===== src/rtl/qwts_pkg.sv =====
// Shared types, constants and saturating arithmetic helpers for the
// quintic waypoint trajectory sampler. No dependencies.
package qwts_pkg;

  // Fixed field widths
  localparam int TW        = 32;   // time / position / velocity / accel
  localparam int CFG_W     = 7;    // points_in_use register
  localparam int SLOT_W    = 6;
  localparam int SEG_W     = 6;
  localparam int VW        = 39;   // internal value width, +-(2^38 - 1)
  localparam int DW        = 33;   // signed segment length
  localparam int ENTRY_W   = 4 * TW;
  localparam int NUM_W     = 64;   // divider numerator magnitude
  localparam int S_FRAC    = 30;   // fraction bits of the segment phase s

  localparam int DEF_WAYPOINTS = 64;
  localparam int DEF_FRAC_BITS = 16;
  localparam logic [CFG_W-1:0] POINTS_RESET = 7'd2;

  localparam logic signed [VW-1:0] W_LIM = 39'sh3F_FFFF_FFFF;
  localparam logic signed [47:0]   LIM48 = 48'sh3F_FFFF_FFFF;

  // Sequencer states
  typedef enum logic [4:0] {
    ST_IDLE, ST_SRCH, ST_SEL, ST_RDA, ST_RDB, ST_RDC, ST_CHK,
    ST_PRE_GO, ST_PRE_WT, ST_CF_A, ST_CF_B, ST_CF_C, ST_DIFF, ST_KSC,
    ST_SDIV_GO, ST_SDIV_WT, ST_HINIT, ST_HMUL_GO, ST_HMUL_WT,
    ST_DIV_GO, ST_DIV_WT, ST_STORE, ST_DONE
  } state_t;

  typedef enum logic [1:0] {MPH_IDLE, MPH_LO, MPH_HI, MPH_FIN} mul_phase_t;
  typedef enum logic [1:0] {DPH_IDLE, DPH_RUN, DPH_FIN} div_phase_t;

  // Divider pre-shift of the dividend
  typedef enum logic [1:0] {DSH_NONE, DSH_FRAC, DSH_S} div_sh_t;

  typedef struct packed {
    logic                   go;
    logic                   wide;   // shift by S_FRAC instead of FRAC_BITS
    logic signed [VW-1:0]   a;
    logic signed [VW-1:0]   b;
  } mul_req_t;

  typedef struct packed {
    logic                   go;
    div_sh_t                sh;
    logic signed [VW-1:0]   x;
    logic signed [DW-1:0]   d;
  } div_req_t;

  typedef struct packed {
    logic                   done;
    logic signed [VW-1:0]   value;
  } unit_rsp_t;

  function automatic logic signed [VW-1:0] sat48(input logic signed [47:0] x);
    if (x > LIM48) return W_LIM;
    else if (x < -LIM48) return -W_LIM;
    else return x[VW-1:0];
  endfunction

  function automatic logic signed [VW-1:0] sadd(input logic signed [VW-1:0] a,
                                                input logic signed [VW-1:0] b);
    logic signed [47:0] ea;
    logic signed [47:0] eb;
    ea = a;
    eb = b;
    return sat48(ea + eb);
  endfunction

  // Saturating scale by a small unsigned constant
  function automatic logic signed [VW-1:0] sscale(input logic signed [VW-1:0] a,
                                                  input logic [5:0] c);
    logic signed [47:0] ea;
    logic signed [47:0] ec;
    ea = a;
    ec = {42'd0, c};
    return sat48(ea * ec);
  endfunction

  function automatic logic [5:0] binom5(input logic [2:0] j);
    case (j)
      3'd0:    return 6'd1;
      3'd1:    return 6'd5;
      3'd2:    return 6'd10;
      3'd3:    return 6'd10;
      3'd4:    return 6'd5;
      3'd5:    return 6'd1;
      default: return 6'd0;
    endcase
  endfunction

  // Derivative factor of coefficient i in the m-th derivative
  function automatic logic [5:0] dfac(input logic [1:0] m, input logic [2:0] i);
    logic [5:0] f;
    f = 6'd1;
    case (m)
      2'd0: f = 6'd1;
      2'd1: f = 6'(i + 3'd1);
      2'd2: begin
        case (i)
          3'd0:    f = 6'd2;
          3'd1:    f = 6'd6;
          3'd2:    f = 6'd12;
          3'd3:    f = 6'd20;
          default: f = 6'd0;
        endcase
      end
      2'd3: begin
        case (i)
          3'd0:    f = 6'd6;
          3'd1:    f = 6'd24;
          3'd2:    f = 6'd60;
          default: f = 6'd0;
        endcase
      end
      default: f = 6'd0;
    endcase
    return f;
  endfunction

  function automatic logic [VW-2:0] mag39(input logic signed [VW-1:0] x);
    logic [VW-1:0] u;
    u = x[VW-1] ? -x : x;
    return u[VW-2:0];
  endfunction

  function automatic logic [DW-2:0] mag33(input logic signed [DW-1:0] x);
    logic [DW-1:0] u;
    u = x[DW-1] ? -x : x;
    return u[DW-2:0];
  endfunction

  function automatic logic [TW-1:0] out32(input logic signed [VW-1:0] x);
    if (x > 39'sh0_7FFF_FFFF) return 32'h7FFF_FFFF;
    else if (x < -39'sh0_8000_0000) return 32'h8000_0000;
    else return x[TW-1:0];
  endfunction

endpackage


===== src/rtl/qwts_mul.sv =====
// Multi-cycle signed fractional multiplier: (a*b) >> sh, floor, saturated.
// Two 38x19 partial products, then shift and clamp. Uses qwts_pkg.
module qwts_mul #(
  parameter int FRAC_BITS = qwts_pkg::DEF_FRAC_BITS
) (
  input  logic                 clk,
  input  logic                 rst_n,
  input  qwts_pkg::mul_req_t   req,
  output qwts_pkg::unit_rsp_t  rsp
);

  localparam int MW = qwts_pkg::VW - 1;
  localparam int HW = MW / 2;
  localparam int PW = 2 * MW;
  localparam logic [PW-1:0] LIM_P = PW'({MW{1'b1}});

  qwts_pkg::mul_phase_t phase_r;
  logic                 done_r;
  logic [MW-1:0]        ua_r;
  logic [MW-1:0]        ub_r;
  logic                 neg_r;
  logic                 wide_r;
  logic [PW-1:0]        prod_r;
  logic signed [qwts_pkg::VW-1:0] res_r;

  logic [MW+HW-1:0]      pp_lo;
  logic [2*MW-HW-1:0]    pp_hi;
  logic [PW-1:0]         q;
  logic                  rem;
  logic [qwts_pkg::VW:0] mq;
  logic signed [qwts_pkg::VW-1:0] fin;

  // partial products
  assign pp_lo = ua_r * ub_r[HW-1:0];
  assign pp_hi = ua_r * ub_r[MW-1:HW];

  // shift, floor toward minus infinity, clamp
  always_comb begin
    if (wide_r) begin
      q   = prod_r >> qwts_pkg::S_FRAC;
      rem = (prod_r[qwts_pkg::S_FRAC-1:0] != '0);
    end else begin
      q   = prod_r >> FRAC_BITS;
      rem = (prod_r[FRAC_BITS-1:0] != '0);
    end
    mq = {1'b0, q[qwts_pkg::VW-1:0]} + {{qwts_pkg::VW{1'b0}}, rem};
    if (q > LIM_P) begin
      fin = neg_r ? -qwts_pkg::W_LIM : qwts_pkg::W_LIM;
    end else if (!neg_r) begin
      fin = q[qwts_pkg::VW-1:0];
    end else if (mq > {1'b0, qwts_pkg::W_LIM}) begin
      fin = -qwts_pkg::W_LIM;
    end else begin
      fin = -mq[qwts_pkg::VW-1:0];
    end
  end

  // control
  always_ff @(posedge clk) begin
    if (!rst_n) begin
      phase_r <= qwts_pkg::MPH_IDLE;
      done_r  <= 1'b0;
    end else begin
      done_r <= 1'b0;
      case (phase_r)
        qwts_pkg::MPH_IDLE: if (req.go) phase_r <= qwts_pkg::MPH_LO;
        qwts_pkg::MPH_LO:   phase_r <= qwts_pkg::MPH_HI;
        qwts_pkg::MPH_HI:   phase_r <= qwts_pkg::MPH_FIN;
        qwts_pkg::MPH_FIN: begin
          phase_r <= qwts_pkg::MPH_IDLE;
          done_r  <= 1'b1;
        end
        default: phase_r <= qwts_pkg::MPH_IDLE;
      endcase
    end
  end

  // datapath
  always_ff @(posedge clk) begin
    case (phase_r)
      qwts_pkg::MPH_IDLE: begin
        if (req.go) begin
          ua_r   <= qwts_pkg::mag39(req.a);
          ub_r   <= qwts_pkg::mag39(req.b);
          neg_r  <= req.a[qwts_pkg::VW-1] ^ req.b[qwts_pkg::VW-1];
          wide_r <= req.wide;
        end
      end
      qwts_pkg::MPH_LO:  prod_r <= PW'(pp_lo);
      qwts_pkg::MPH_HI:  prod_r <= prod_r + (PW'(pp_hi) << HW);
      qwts_pkg::MPH_FIN: res_r  <= fin;
      default: ;
    endcase
  end

  assign rsp.done  = done_r;
  assign rsp.value = res_r;

endmodule


===== config.mk =====
export PLATFORM = sky130hd
export DESIGN_NAME = qwts_mul
export DESIGN_NICKNAME = d
export VERILOG_FILES = /design/src/rtl/qwts_pkg.sv /design/src/rtl/qwts_mul.sv
export SDC_FILE = /design/constraint.sdc
export NUM_CORES = 2
export LEC_CHECK = 0
export BUFFER_PORTS_ARGS = -buffer_cell sky130_fd_sc_hd__buf_4
export CAP_MARGIN = 25
export CORE_ASPECT_RATIO = 1.75
export CORE_MARGIN = 4
export CORE_UTILIZATION = 39
export DETAILED_ROUTE_END_ITERATION = 8
export MAX_ROUTING_LAYER = met4
export PLACE_DENSITY = 0.63
export SLEW_MARGIN = 10
export SYNTH_ARGS = -nofsm -noshare
export SYNTH_HDL_FRONTEND = slang
export SYNTH_SLANG_ARGS = --single-unit

===== constraint.sdc =====
create_clock -name clk -period 12.4 [get_ports clk]
set_clock_uncertainty 0.1 [all_clocks]
set_input_delay 1.24 -clock clk [delete_from_list [all_inputs] [get_ports clk]]
set_output_delay 1.24 -clock clk [all_outputs]
set_load 0.02 [all_outputs]

==> summary.txt <==
Clocking
  – Post_cts resized: 0
  – Clock Latency Late Sink: between 0.5 and 0.6 ns
  – Postcts setup bufs: 0
  – Sink Count: ~200
  – Clock Path Buffers: 2
  – H-tree depth: 4
  – CTS Buf Count: 17
  – CTS clk-pin slew, worst paths: around 0.10 ns
  – Hold-fix buffers at CTS: 0
  – TritonCTS clock tree: done
  – Clock Tree Root: clkbuf_16

Placed design
  – # placed instances: 8669
  – DP HPWL: approximately 150000 microns
  – PortBufs: roughly 120
  – Gpl congestion: roughly 0.96

Drt
  – ANT nets after route: 0
  – Wire per inst: 21.91 microns
  – Routed length on met1: 67400 microns
  – Post-route DRC violation count: 0
  – DR iter-0 viols: approximately 3000
  – Final WL: between 150000 and 200000 microns
  – Top sig layer: met4
  – Vias: roughly 47000
  – 1st-pass router iterations: 8
  – Met3 WL: 10980 microns
  – Drt via density: roughly 5.4
  – WL met2: between 90000 and 100000 microns

Status
  – Status: complete, no violations

Setup path
  – Crit path kind: reg2reg
  – Biggest cell delay along the critical path: ~0.97 ns
  – Critical path's slowest cell: edfxtp_1
  – Worst Path Arrival: between 10 and 15 ns
  – Crit end category: flip-flop
  – Worst path required time: approximately 13 ns
  – Crit start category: flip-flop
  – Worst-path maximum fanout: 19
  – Most used cell, CP: fa_1

Timing
  – Least-Margin Pin Slew: between 1 and 1.5 ns
  – Final slew viol count: 0
  – Worst Hold Slack: around 0.48 ns
  – Minimum clock period: about 10 ns
  – Max Fclk: 99.59 MHz
  – Setup-failing EPs final: 0
  – Final hold violation count: 0
  – RSZ-0062 raised after global routing: false
  – Final period util: 0.8098
  – Slew HR: 0.2855
  – TNS Setup: 0 ns

Synthesis
  – Area leader, netlist: fa_1
  – Top cell type's share of synthesized area: 0.4091
  – Yosys Warn Count: 0
  – Synth async-reset ratio: 0
  – Count leader, synth: inv_1
  – Distinct cells, synth: 90
  – Post-synth top cells: inv_1, fa_1, nand2_1
  – Mapped Area: between 50000 and 60000 sq um
  – Synth Flop Type: edfxtp_1
  – Yosys reg bits: about 200
  – Syn Area/Cell: roughly 8.8 sq um
  – Dominant cells by area after synthesis: fa_1, edfxtp_1, inv_1
  – Post-synth EDFFs: ~190
  – Net count after synthesis: around 8500
  – Sequential area share after synthesis: 0.09785
  – Post-Syn Instances: 6830

Global routing
  – Largest net degree at the start of global routing: 87
  – Vias in the first global route: just over 50000
  – First-pass GRT wire length: about 300000 microns
  – Congestion Overflow GR: 0
  – GRT Total Usage: 0.2477
  – Initial antenna violation count: 7

Finish
  – Area delta synth->final: 5.587%
  – Final net count: ~8300
  – Share of cells above drive strength 1: 0.04673
  – Final Instance Count excl. Fillers: slightly below 9000
  – Layout fillers: approximately 15000
  – Final Util: 0.4155
  – Reg area: just under 6000 sq um
  – Multi-input gate area: around 47000 sq um

Die
  – Initial Util: 0.3935
  – Die area: 160000 sq um
  – Die Wd: 304.1 microns
  – Num rows: between 150 and 200
  – Die height: between 500 and 600 microns
  – Total core area: ~150000 sq um
  – Ports: between 100 and 150

Hold path
  – HP Class: reg2reg

Flow run
  – Maximum capacitance violations: 0
layout make-up:
class	instances	share of cell area
Antenna cell	5	0.0001980
Sequential cell	196	0.09268
Clock buffer	17	0.006733
Inverter	1378	0.08186
Multi-Input combinational cell	4870	0.7488
Tap cell	2005	0.03970
Clock inverter	15	0.002931
Timing Repair Buffer	222	0.02705
registers in the layout, indices dropped and copies added (netlist names):
signal,count
prod_r,76
res_r,39
ua_r,38
ub_r,38
phase_r,2
done_r,1
neg_r,1
wide_r,1
placed cells by master (no fill, tap or decap), types with 33 or more instances in the layout:
cell type,count
and2_1,475
nand2_1,1180
inv_1,1377
nand4_1,33
mux2i_1,52
o21ai_0,147
xor2_1,78
edfxtp_1,193
xnor2_1,164
and3_1,33
fa_1,1223
nor3_1,43
ha_1,349
a21oi_1,219
nand3_1,71
nor4_1,37
a21o_1,121
buf_4,218
nor2_1,171
cells by family after synthesis:
family / share of synthesized area
compound gates: 0.08483
mux: 0.01257
flops: 0.09785
simple gates: 0.1749
buf+inv: 0.1116
xor+xnor: 0.03542
fa+ha+maj: 0.4827
layer usage:
metal  global-route usage  vias up
met3              0.03030      635
met1               0.2652    24064
met2               0.4411     1880
li1                     -    20674
met5                    -        -
met4               0.1433        0
worst paths after layout:
path                    from         end  slack [ns]  cells after the start
setup / recovery    ua_r[11]  prod_r[69]        2.36                     34
hold / removal    phase_r[0]  phase_r[0]        0.48                      1
setup reg to reg    ua_r[11]  prod_r[69]        2.36                     34
hold reg to reg   phase_r[0]  phase_r[0]        0.48                      1
worst max-delay path, delay by kind of cell (launching register included):
kind | cells | cell delay, ns
adder cells (fa/ha/maj) | 8 | 3.70
AO/OA/AOI/OAI | 12 | 3.15
buffers and inverters | 6 | 0.46
flip-flops | 1 | 0.97
XOR/XNOR | 2 | 0.33
AND/OR/NAND/NOR | 6 | 1.06
metrics by stage:
| stage | setup WS (ns) | cell area, sq um |
|---|---|---|
| 6_report | 2.359 | 63180 |
| 5_1_grt | 1.748 | 63180 |
| 3_5_place_dp | 2.406 | 62530 |
| 3_3_place_gp | 2.434 | 62480 |
| 4_1_cts | 2.397 | 63140 |
| 2_1_floorplan | 3.506 | 59840 |
Power is not shown: default switching activity piles up to over one toggle a cycle in this logic, so the estimate is an artifact.
