[src/rtl/qwts_pkg.sv]
// Shared types, constants and saturating arithmetic helpers for the
// quintic waypoint trajectory sampler. No dependencies.
package qwts_pkg;

  // Fixed field widths
  localparam int TW        = 32;   // time / position / velocity / accel
  localparam int CFG_W     = 7;    // points_in_use register
  localparam int SLOT_W    = 6;
  localparam int SEG_W     = 6;
  localparam int VW        = 39;   // internal value width, +-(2^38 - 1)
  localparam int DW        = 33;   // signed segment length
  localparam int ENTRY_W   = 4 * TW;
  localparam int NUM_W     = 64;   // divider numerator magnitude
  localparam int S_FRAC    = 30;   // fraction bits of the segment phase s

  localparam int DEF_WAYPOINTS = 64;
  localparam int DEF_FRAC_BITS = 16;
  localparam logic [CFG_W-1:0] POINTS_RESET = 7'd2;

  localparam logic signed [VW-1:0] W_LIM = 39'sh3F_FFFF_FFFF;
  localparam logic signed [47:0]   LIM48 = 48'sh3F_FFFF_FFFF;

  // Sequencer states
  typedef enum logic [4:0] {
    ST_IDLE, ST_SRCH, ST_SEL, ST_RDA, ST_RDB, ST_RDC, ST_CHK,
    ST_PRE_GO, ST_PRE_WT, ST_CF_A, ST_CF_B, ST_CF_C, ST_DIFF, ST_KSC,
    ST_SDIV_GO, ST_SDIV_WT, ST_HINIT, ST_HMUL_GO, ST_HMUL_WT,
    ST_DIV_GO, ST_DIV_WT, ST_STORE, ST_DONE
  } state_t;

  typedef enum logic [1:0] {MPH_IDLE, MPH_LO, MPH_HI, MPH_FIN} mul_phase_t;
  typedef enum logic [1:0] {DPH_IDLE, DPH_RUN, DPH_FIN} div_phase_t;

  // Divider pre-shift of the dividend
  typedef enum logic [1:0] {DSH_NONE, DSH_FRAC, DSH_S} div_sh_t;

  typedef struct packed {
    logic                   go;
    logic                   wide;   // shift by S_FRAC instead of FRAC_BITS
    logic signed [VW-1:0]   a;
    logic signed [VW-1:0]   b;
  } mul_req_t;

  typedef struct packed {
    logic                   go;
    div_sh_t                sh;
    logic signed [VW-1:0]   x;
    logic signed [DW-1:0]   d;
  } div_req_t;

  typedef struct packed {
    logic                   done;
    logic signed [VW-1:0]   value;
  } unit_rsp_t;

  function automatic logic signed [VW-1:0] sat48(input logic signed [47:0] x);
    if (x > LIM48) return W_LIM;
    else if (x < -LIM48) return -W_LIM;
    else return x[VW-1:0];
  endfunction

  function automatic logic signed [VW-1:0] sadd(input logic signed [VW-1:0] a,
                                                input logic signed [VW-1:0] b);
    logic signed [47:0] ea;
    logic signed [47:0] eb;
    ea = a;
    eb = b;
    return sat48(ea + eb);
  endfunction

  // Saturating scale by a small unsigned constant
  function automatic logic signed [VW-1:0] sscale(input logic signed [VW-1:0] a,
                                                  input logic [5:0] c);
    logic signed [47:0] ea;
    logic signed [47:0] ec;
    ea = a;
    ec = {42'd0, c};
    return sat48(ea * ec);
  endfunction

  function automatic logic [5:0] binom5(input logic [2:0] j);
    case (j)
      3'd0:    return 6'd1;
      3'd1:    return 6'd5;
      3'd2:    return 6'd10;
      3'd3:    return 6'd10;
      3'd4:    return 6'd5;
      3'd5:    return 6'd1;
      default: return 6'd0;
    endcase
  endfunction

  // Derivative factor of coefficient i in the m-th derivative
  function automatic logic [5:0] dfac(input logic [1:0] m, input logic [2:0] i);
    logic [5:0] f;
    f = 6'd1;
    case (m)
      2'd0: f = 6'd1;
      2'd1: f = 6'(i + 3'd1);
      2'd2: begin
        case (i)
          3'd0:    f = 6'd2;
          3'd1:    f = 6'd6;
          3'd2:    f = 6'd12;
          3'd3:    f = 6'd20;
          default: f = 6'd0;
        endcase
      end
      2'd3: begin
        case (i)
          3'd0:    f = 6'd6;
          3'd1:    f = 6'd24;
          3'd2:    f = 6'd60;
          default: f = 6'd0;
        endcase
      end
      default: f = 6'd0;
    endcase
    return f;
  endfunction

  function automatic logic [VW-2:0] mag39(input logic signed [VW-1:0] x);
    logic [VW-1:0] u;
    u = x[VW-1] ? -x : x;
    return u[VW-2:0];
  endfunction

  function automatic logic [DW-2:0] mag33(input logic signed [DW-1:0] x);
    logic [DW-1:0] u;
    u = x[DW-1] ? -x : x;
    return u[DW-2:0];
  endfunction

  function automatic logic [TW-1:0] out32(input logic signed [VW-1:0] x);
    if (x > 39'sh0_7FFF_FFFF) return 32'h7FFF_FFFF;
    else if (x < -39'sh0_8000_0000) return 32'h8000_0000;
    else return x[TW-1:0];
  endfunction

endpackage

[src/rtl/qwts_div.sv]
// Radix-4 restoring divider: (x << sh) / d, truncated toward zero, saturated.
// An iteration phase, then a finishing phase that negates and clamps. Uses qwts_pkg.
module qwts_div #(
  parameter int FRAC_BITS = qwts_pkg::DEF_FRAC_BITS
) (
  input  logic                 clk,
  input  logic                 rst_n,
  input  qwts_pkg::div_req_t   req,
  output qwts_pkg::unit_rsp_t  rsp
);

  localparam int NW  = qwts_pkg::NUM_W;
  localparam int RW  = qwts_pkg::DW - 1;
  localparam int ITW = $clog2(NW / 2);
  localparam logic [ITW-1:0] IT_LAST = ITW'(NW / 2 - 1);
  localparam logic [NW-1:0]  LIM_N   = NW'({(qwts_pkg::VW-1){1'b1}});

  qwts_pkg::div_phase_t phase_r;
  logic                 done_r;
  logic [ITW-1:0]       it_r;
  logic [NW-1:0]        qn_r;
  logic [RW-1:0]        rem_r;
  logic [RW-1:0]        dv_r;
  logic                 neg_r;
  logic signed [qwts_pkg::VW-1:0] res_r;

  logic [NW-1:0] num;
  logic [RW:0]   ra, rb;
  logic          ga, gb;
  logic [RW-1:0] ra2, rb2;
  logic [NW-1:0] qa, qb;

  // dividend magnitude with pre-shift
  always_comb begin
    case (req.sh)
      qwts_pkg::DSH_NONE: num = NW'(qwts_pkg::mag39(req.x));
      qwts_pkg::DSH_FRAC: num = NW'(qwts_pkg::mag39(req.x)) << FRAC_BITS;
      qwts_pkg::DSH_S:    num = NW'(qwts_pkg::mag39(req.x)) << qwts_pkg::S_FRAC;
      default:            num = '0;
    endcase
  end

  // two quotient bits per cycle
  always_comb begin
    ra  = {rem_r, qn_r[NW-1]};
    ga  = (ra >= {1'b0, dv_r});
    ra2 = ga ? RW'(ra - {1'b0, dv_r}) : ra[RW-1:0];
    qa  = {qn_r[NW-2:0], ga};
    rb  = {ra2, qa[NW-1]};
    gb  = (rb >= {1'b0, dv_r});
    rb2 = gb ? RW'(rb - {1'b0, dv_r}) : rb[RW-1:0];
    qb  = {qa[NW-2:0], gb};
  end

  // control
  always_ff @(posedge clk) begin
    if (!rst_n) begin
      phase_r <= qwts_pkg::DPH_IDLE;
      done_r  <= 1'b0;
      it_r    <= '0;
    end else begin
      done_r <= 1'b0;
      case (phase_r)
        qwts_pkg::DPH_IDLE: begin
          if (req.go) begin
            phase_r <= qwts_pkg::DPH_RUN;
            it_r    <= '0;
          end
        end
        qwts_pkg::DPH_RUN: begin
          it_r <= it_r + 1'b1;
          if (it_r == IT_LAST) phase_r <= qwts_pkg::DPH_FIN;
        end
        qwts_pkg::DPH_FIN: begin
          phase_r <= qwts_pkg::DPH_IDLE;
          done_r  <= 1'b1;
        end
        default: phase_r <= qwts_pkg::DPH_IDLE;
      endcase
    end
  end

  // datapath
  always_ff @(posedge clk) begin
    case (phase_r)
      qwts_pkg::DPH_IDLE: begin
        if (req.go) begin
          qn_r  <= num;
          rem_r <= '0;
          dv_r  <= qwts_pkg::mag33(req.d);
          neg_r <= req.x[qwts_pkg::VW-1] ^ req.d[qwts_pkg::DW-1];
        end
      end
      qwts_pkg::DPH_RUN: begin
        qn_r  <= qb;
        rem_r <= rb2;
      end
      qwts_pkg::DPH_FIN: begin
        if (qn_r > LIM_N) res_r <= neg_r ? -qwts_pkg::W_LIM : qwts_pkg::W_LIM;
        else if (neg_r)   res_r <= -qn_r[qwts_pkg::VW-1:0];
        else              res_r <= qn_r[qwts_pkg::VW-1:0];
      end
      default: ;
    endcase
  end

  assign rsp.done  = done_r;
  assign rsp.value = res_r;

endmodule

[config.mk]
export PLATFORM = sky130hd
export DESIGN_NAME = qwts_div
export DESIGN_NICKNAME = d
export VERILOG_FILES = /design/src/rtl/qwts_pkg.sv /design/src/rtl/qwts_div.sv
export SDC_FILE = /design/constraint.sdc
export NUM_CORES = 1
export LEC_CHECK = 0
export BUFFER_PORTS_ARGS = -buffer_cell sky130_fd_sc_hd__buf_2
export CORE_MARGIN = 4
export CORE_UTILIZATION = 55
export DETAILED_ROUTE_END_ITERATION = 10
export HOLD_SLACK_MARGIN = 0.08
export PLACE_DENSITY = 0.77
export SLEW_MARGIN = 10
export SYNTH_ARGS = -nofsm -noshare
export SYNTH_HDL_FRONTEND = slang
export SYNTH_SLANG_ARGS = --single-unit
[constraint.sdc]
create_clock -name clk -period 5.8 [get_ports clk]
set_input_delay 0 -clock clk [delete_from_list [all_inputs] [get_ports clk]]
set_output_delay 0 -clock clk [all_outputs]
set_load 0.005 [all_outputs]
==> out/qor.yml <==
cts:
  cts_tree: "built"
  root_buffer: "clkbuf_16"
  clock-sinks: 176
  cts_max_level: 4
  numCtsBuffers: 17
  clk_latency_ns: 0.45
  cts_max_path_buffers: 2
  cts.clk_slew.worst_paths_ns: 0.08
floorplanning:
  fp.coreArea_mm2: 0.0235
  io-pin-count: 117
  start_util_pct: 56.1
  die_y_um: 163
  rows: 56
  fp.dieW_um: 163
  die_area_mm2: 0.0265
status:
  outcome: "finished, final reports clean"
sta:
  worst_pin_slew_ns: 1.11
  fmax_mhz: 179
  relSlewSlack_pct: 26.1
  finalHoldViolCount: 0
  slew_viol_final: 0
  period_minus_slack_ns: 5.58
  fin_skew_ns: 0.0103
  setup_viol: 0
  setup_tns_ns: 0
  post-route-period-util_pct: 96.2
critical_path:
  crit_path_max_fanout: 15
  path_class: "reg2reg"
  cp-start-kind: "flop"
  end_kind: "flop"
  r2r_setup_slack_ns: 0.22
  crit_required_ns: 5.98
  arrival_ns: 5.76
place:
  io_buffers: 116
  dpl.cell_count: 1846
  place_congestion: 0.973
  dpl.hpwl_um: 25700
  place_area_mm2: 0.0142
drt:
  ant_nets: 0
  wl_um: 37100
  drc: 0
  via_per_inst: 6.25
  drtIter0Drc: 1541
  dr.pass1.iters: 8
  via_count: 12100
  post_drt_wl_per_cell_um: 19.1
cells_and_area:
  layout_common_cells: "edfxtp_1, nor2_1, nand2_1, buf_2, a21oi_1"
  num_antenna_cells: 0
  layoutNonFillerInstCount: 1942
  fillers: 1859
  drive_gt1_share_pct: 14.2
  fin_nets: 1758
  seqCellArea_mm2: 0.00520
  multi_input_area_mm2: 0.00758
  mostFrequentLayoutCell: "edfxtp_1"
  final_area_mm2: 0.0156
  syn2layout_area_growth_pct: 17.8
power:
  finalPower_uw: 8550
  p_leak_uw: 0.00623
  ir_worst_vdd_mv: 0.311
  power_density_mw_per_mm2: 550
global_route:
  overflow: 0
  antenna_found_initial: 0
  grt_pass1_wl_um: 57600
  grt_usage_pct: 26.9
  grt_pass1_vias: 11200
  grt_max_degree: 79
synthesis:
  ys_seq_area_share_pct: 39.4
  syn_area_per_cell_um2: 9.07
  yosys_warnings: 0
  ys_seq_elements: 176
  syn_inst: 1456
  syn_nets: 1604
  post_synth_num_cell_types: 70
  synthFlopType: "edfxtp_1"
  syn_area_mm2: 0.0132
  async_flop_share_pct: 0
  synth_edf_count: 168
hold_path:
  holdCritPathClass: "in2reg"
flow_run:
  drv_cap: 0
-- Yosys cell counts (16+ instances only) --
cell type    n  area share, %
edfxtp_1   168             38
nor2_1     145            4.1
nand2_1    135            3.8
a21oi_1    118            4.5
o21ai_0    103            3.9
inv_1       75            2.1
xnor2_1     72            4.8
ha_1        69            6.5
xor2_1      62            4.1
clkbuf_1    60            1.7
mux2i_1     34            2.6
nand3_1     30            1.1
nor3_1      28            1.1
o31ai_1     27            1.5
a21o_1      25            1.4
or3_1       24            1.1
o21a_1      17           0.97
o221ai_1    16            1.1
o311ai_0    16            1.1
-- final timing paths --
kind	start	to	depth (start not counted)
setup / recovery	dv_r[1]	rem_r[14]	25
hold / removal	req[36]	qn_r[3]	3
setup reg to reg	dv_r[1]	rem_r[14]	25
hold reg to reg	it_r[3]	it_r[3]	1
-- kinds of logic after synthesis --
family / count (synthesis) / share of synthesized area (%)
buffers and inverters: 143 / 4.10
AND/OR/NAND/NOR: 474 / 17.4
XOR/XNOR: 134 / 8.89
AO/OA/AOI/OAI: 417 / 20.2
multiplexers: 41 / 3.17
flip-flops: 176 / 39.4
adder cells (fa/ha/maj): 71 / 6.84
-- metal layers --
layer | GRT usage [%] | up-vias | share of wire, %
met1 | 38.2 | 5693 | 42
met4 | 8.01 | 0 | 2.2
met5 | 0 | - | 0
li1 | - | 5711 | -
met3 | 3.95 | 93 | 8.5
met2 | 43.0 | 635 | 47
-- critical path, stage by stage (launching register included) --
cell,delay (ns)
edfxtp_1,0.33
inv_1,0.13
ha_1,0.34
nand3b_1,0.18
a2111oi_4,0.39
buf_4,0.16
o2111ai_1,0.17
a31oi_1,0.28
o22ai_2,0.14
o21ai_4,0.29
buf_12,0.19
nor2_1,0.05
a21oi_1,0.24
ha_1,0.34
o21a_1,0.20
nor2_1,0.16
nor2_1,0.08
a221oi_2,0.28
o21ai_0,0.14
a31oi_2,0.19
o221ai_1,0.17
nor3_2,0.21
buf_4,0.17
buf_4,0.18
mux2i_1,0.23
nor2_1,0.05
-- sequential cells by signal, indices dropped and copies added (netlist names) --
| register | cells |
|---|---|
| phase_r | 2 |
| qn_r | 64 |
| rem_r | 32 |
| res_r | 39 |
| it_r | 5 |
| dv_r | 32 |
| done_r | 1 |
| neg_r | 1 |
-- power by group --
part	leakage, µW	total (µW)	internal (µW)	switching, µW
logic	0.00420	5500	2360	3140
clock network	0.000306	1220	602	617
registers	0.00172	1830	1690	148
total	0.00623	8550	4650	3910
-- repair_timing --
item / 4_1_cts / 5_1_grt
setup endpoints to repair: 0 / 33
setup buffers: 0 / 7
resized for setup: 0 / 23
endpoints found under the hold margin: 47 / 0
hold buffers: 54 / 0
-- final cells by class --
type / count / share of cell area, %
multi-input cells: 1137 / 48.7
flip-flops and latches: 176 / 33.5
repair buffers: 202 / 9.27
clock buffers: 17 / 2.73
well taps: 319 / 2.57
inverters: 76 / 1.84
clock inverters: 15 / 1.39
-- stage by stage --
step / util, % / hold WS (ns) / worst slack [ns]
2_1_floorplan: - / 0.0989 / 0.101
6_report: 66.1 / 0.0839 / 0.221
3_3_place_gp: 60.1 / 0.251 / 0.180
5_1_grt: 66.1 / 0.105 / -0.0575
4_1_cts: 65.1 / 0.0810 / 0.00910
3_5_place_dp: 60.1 / 0.254 / 0.0591
Power figures use the tool's default switching activity.
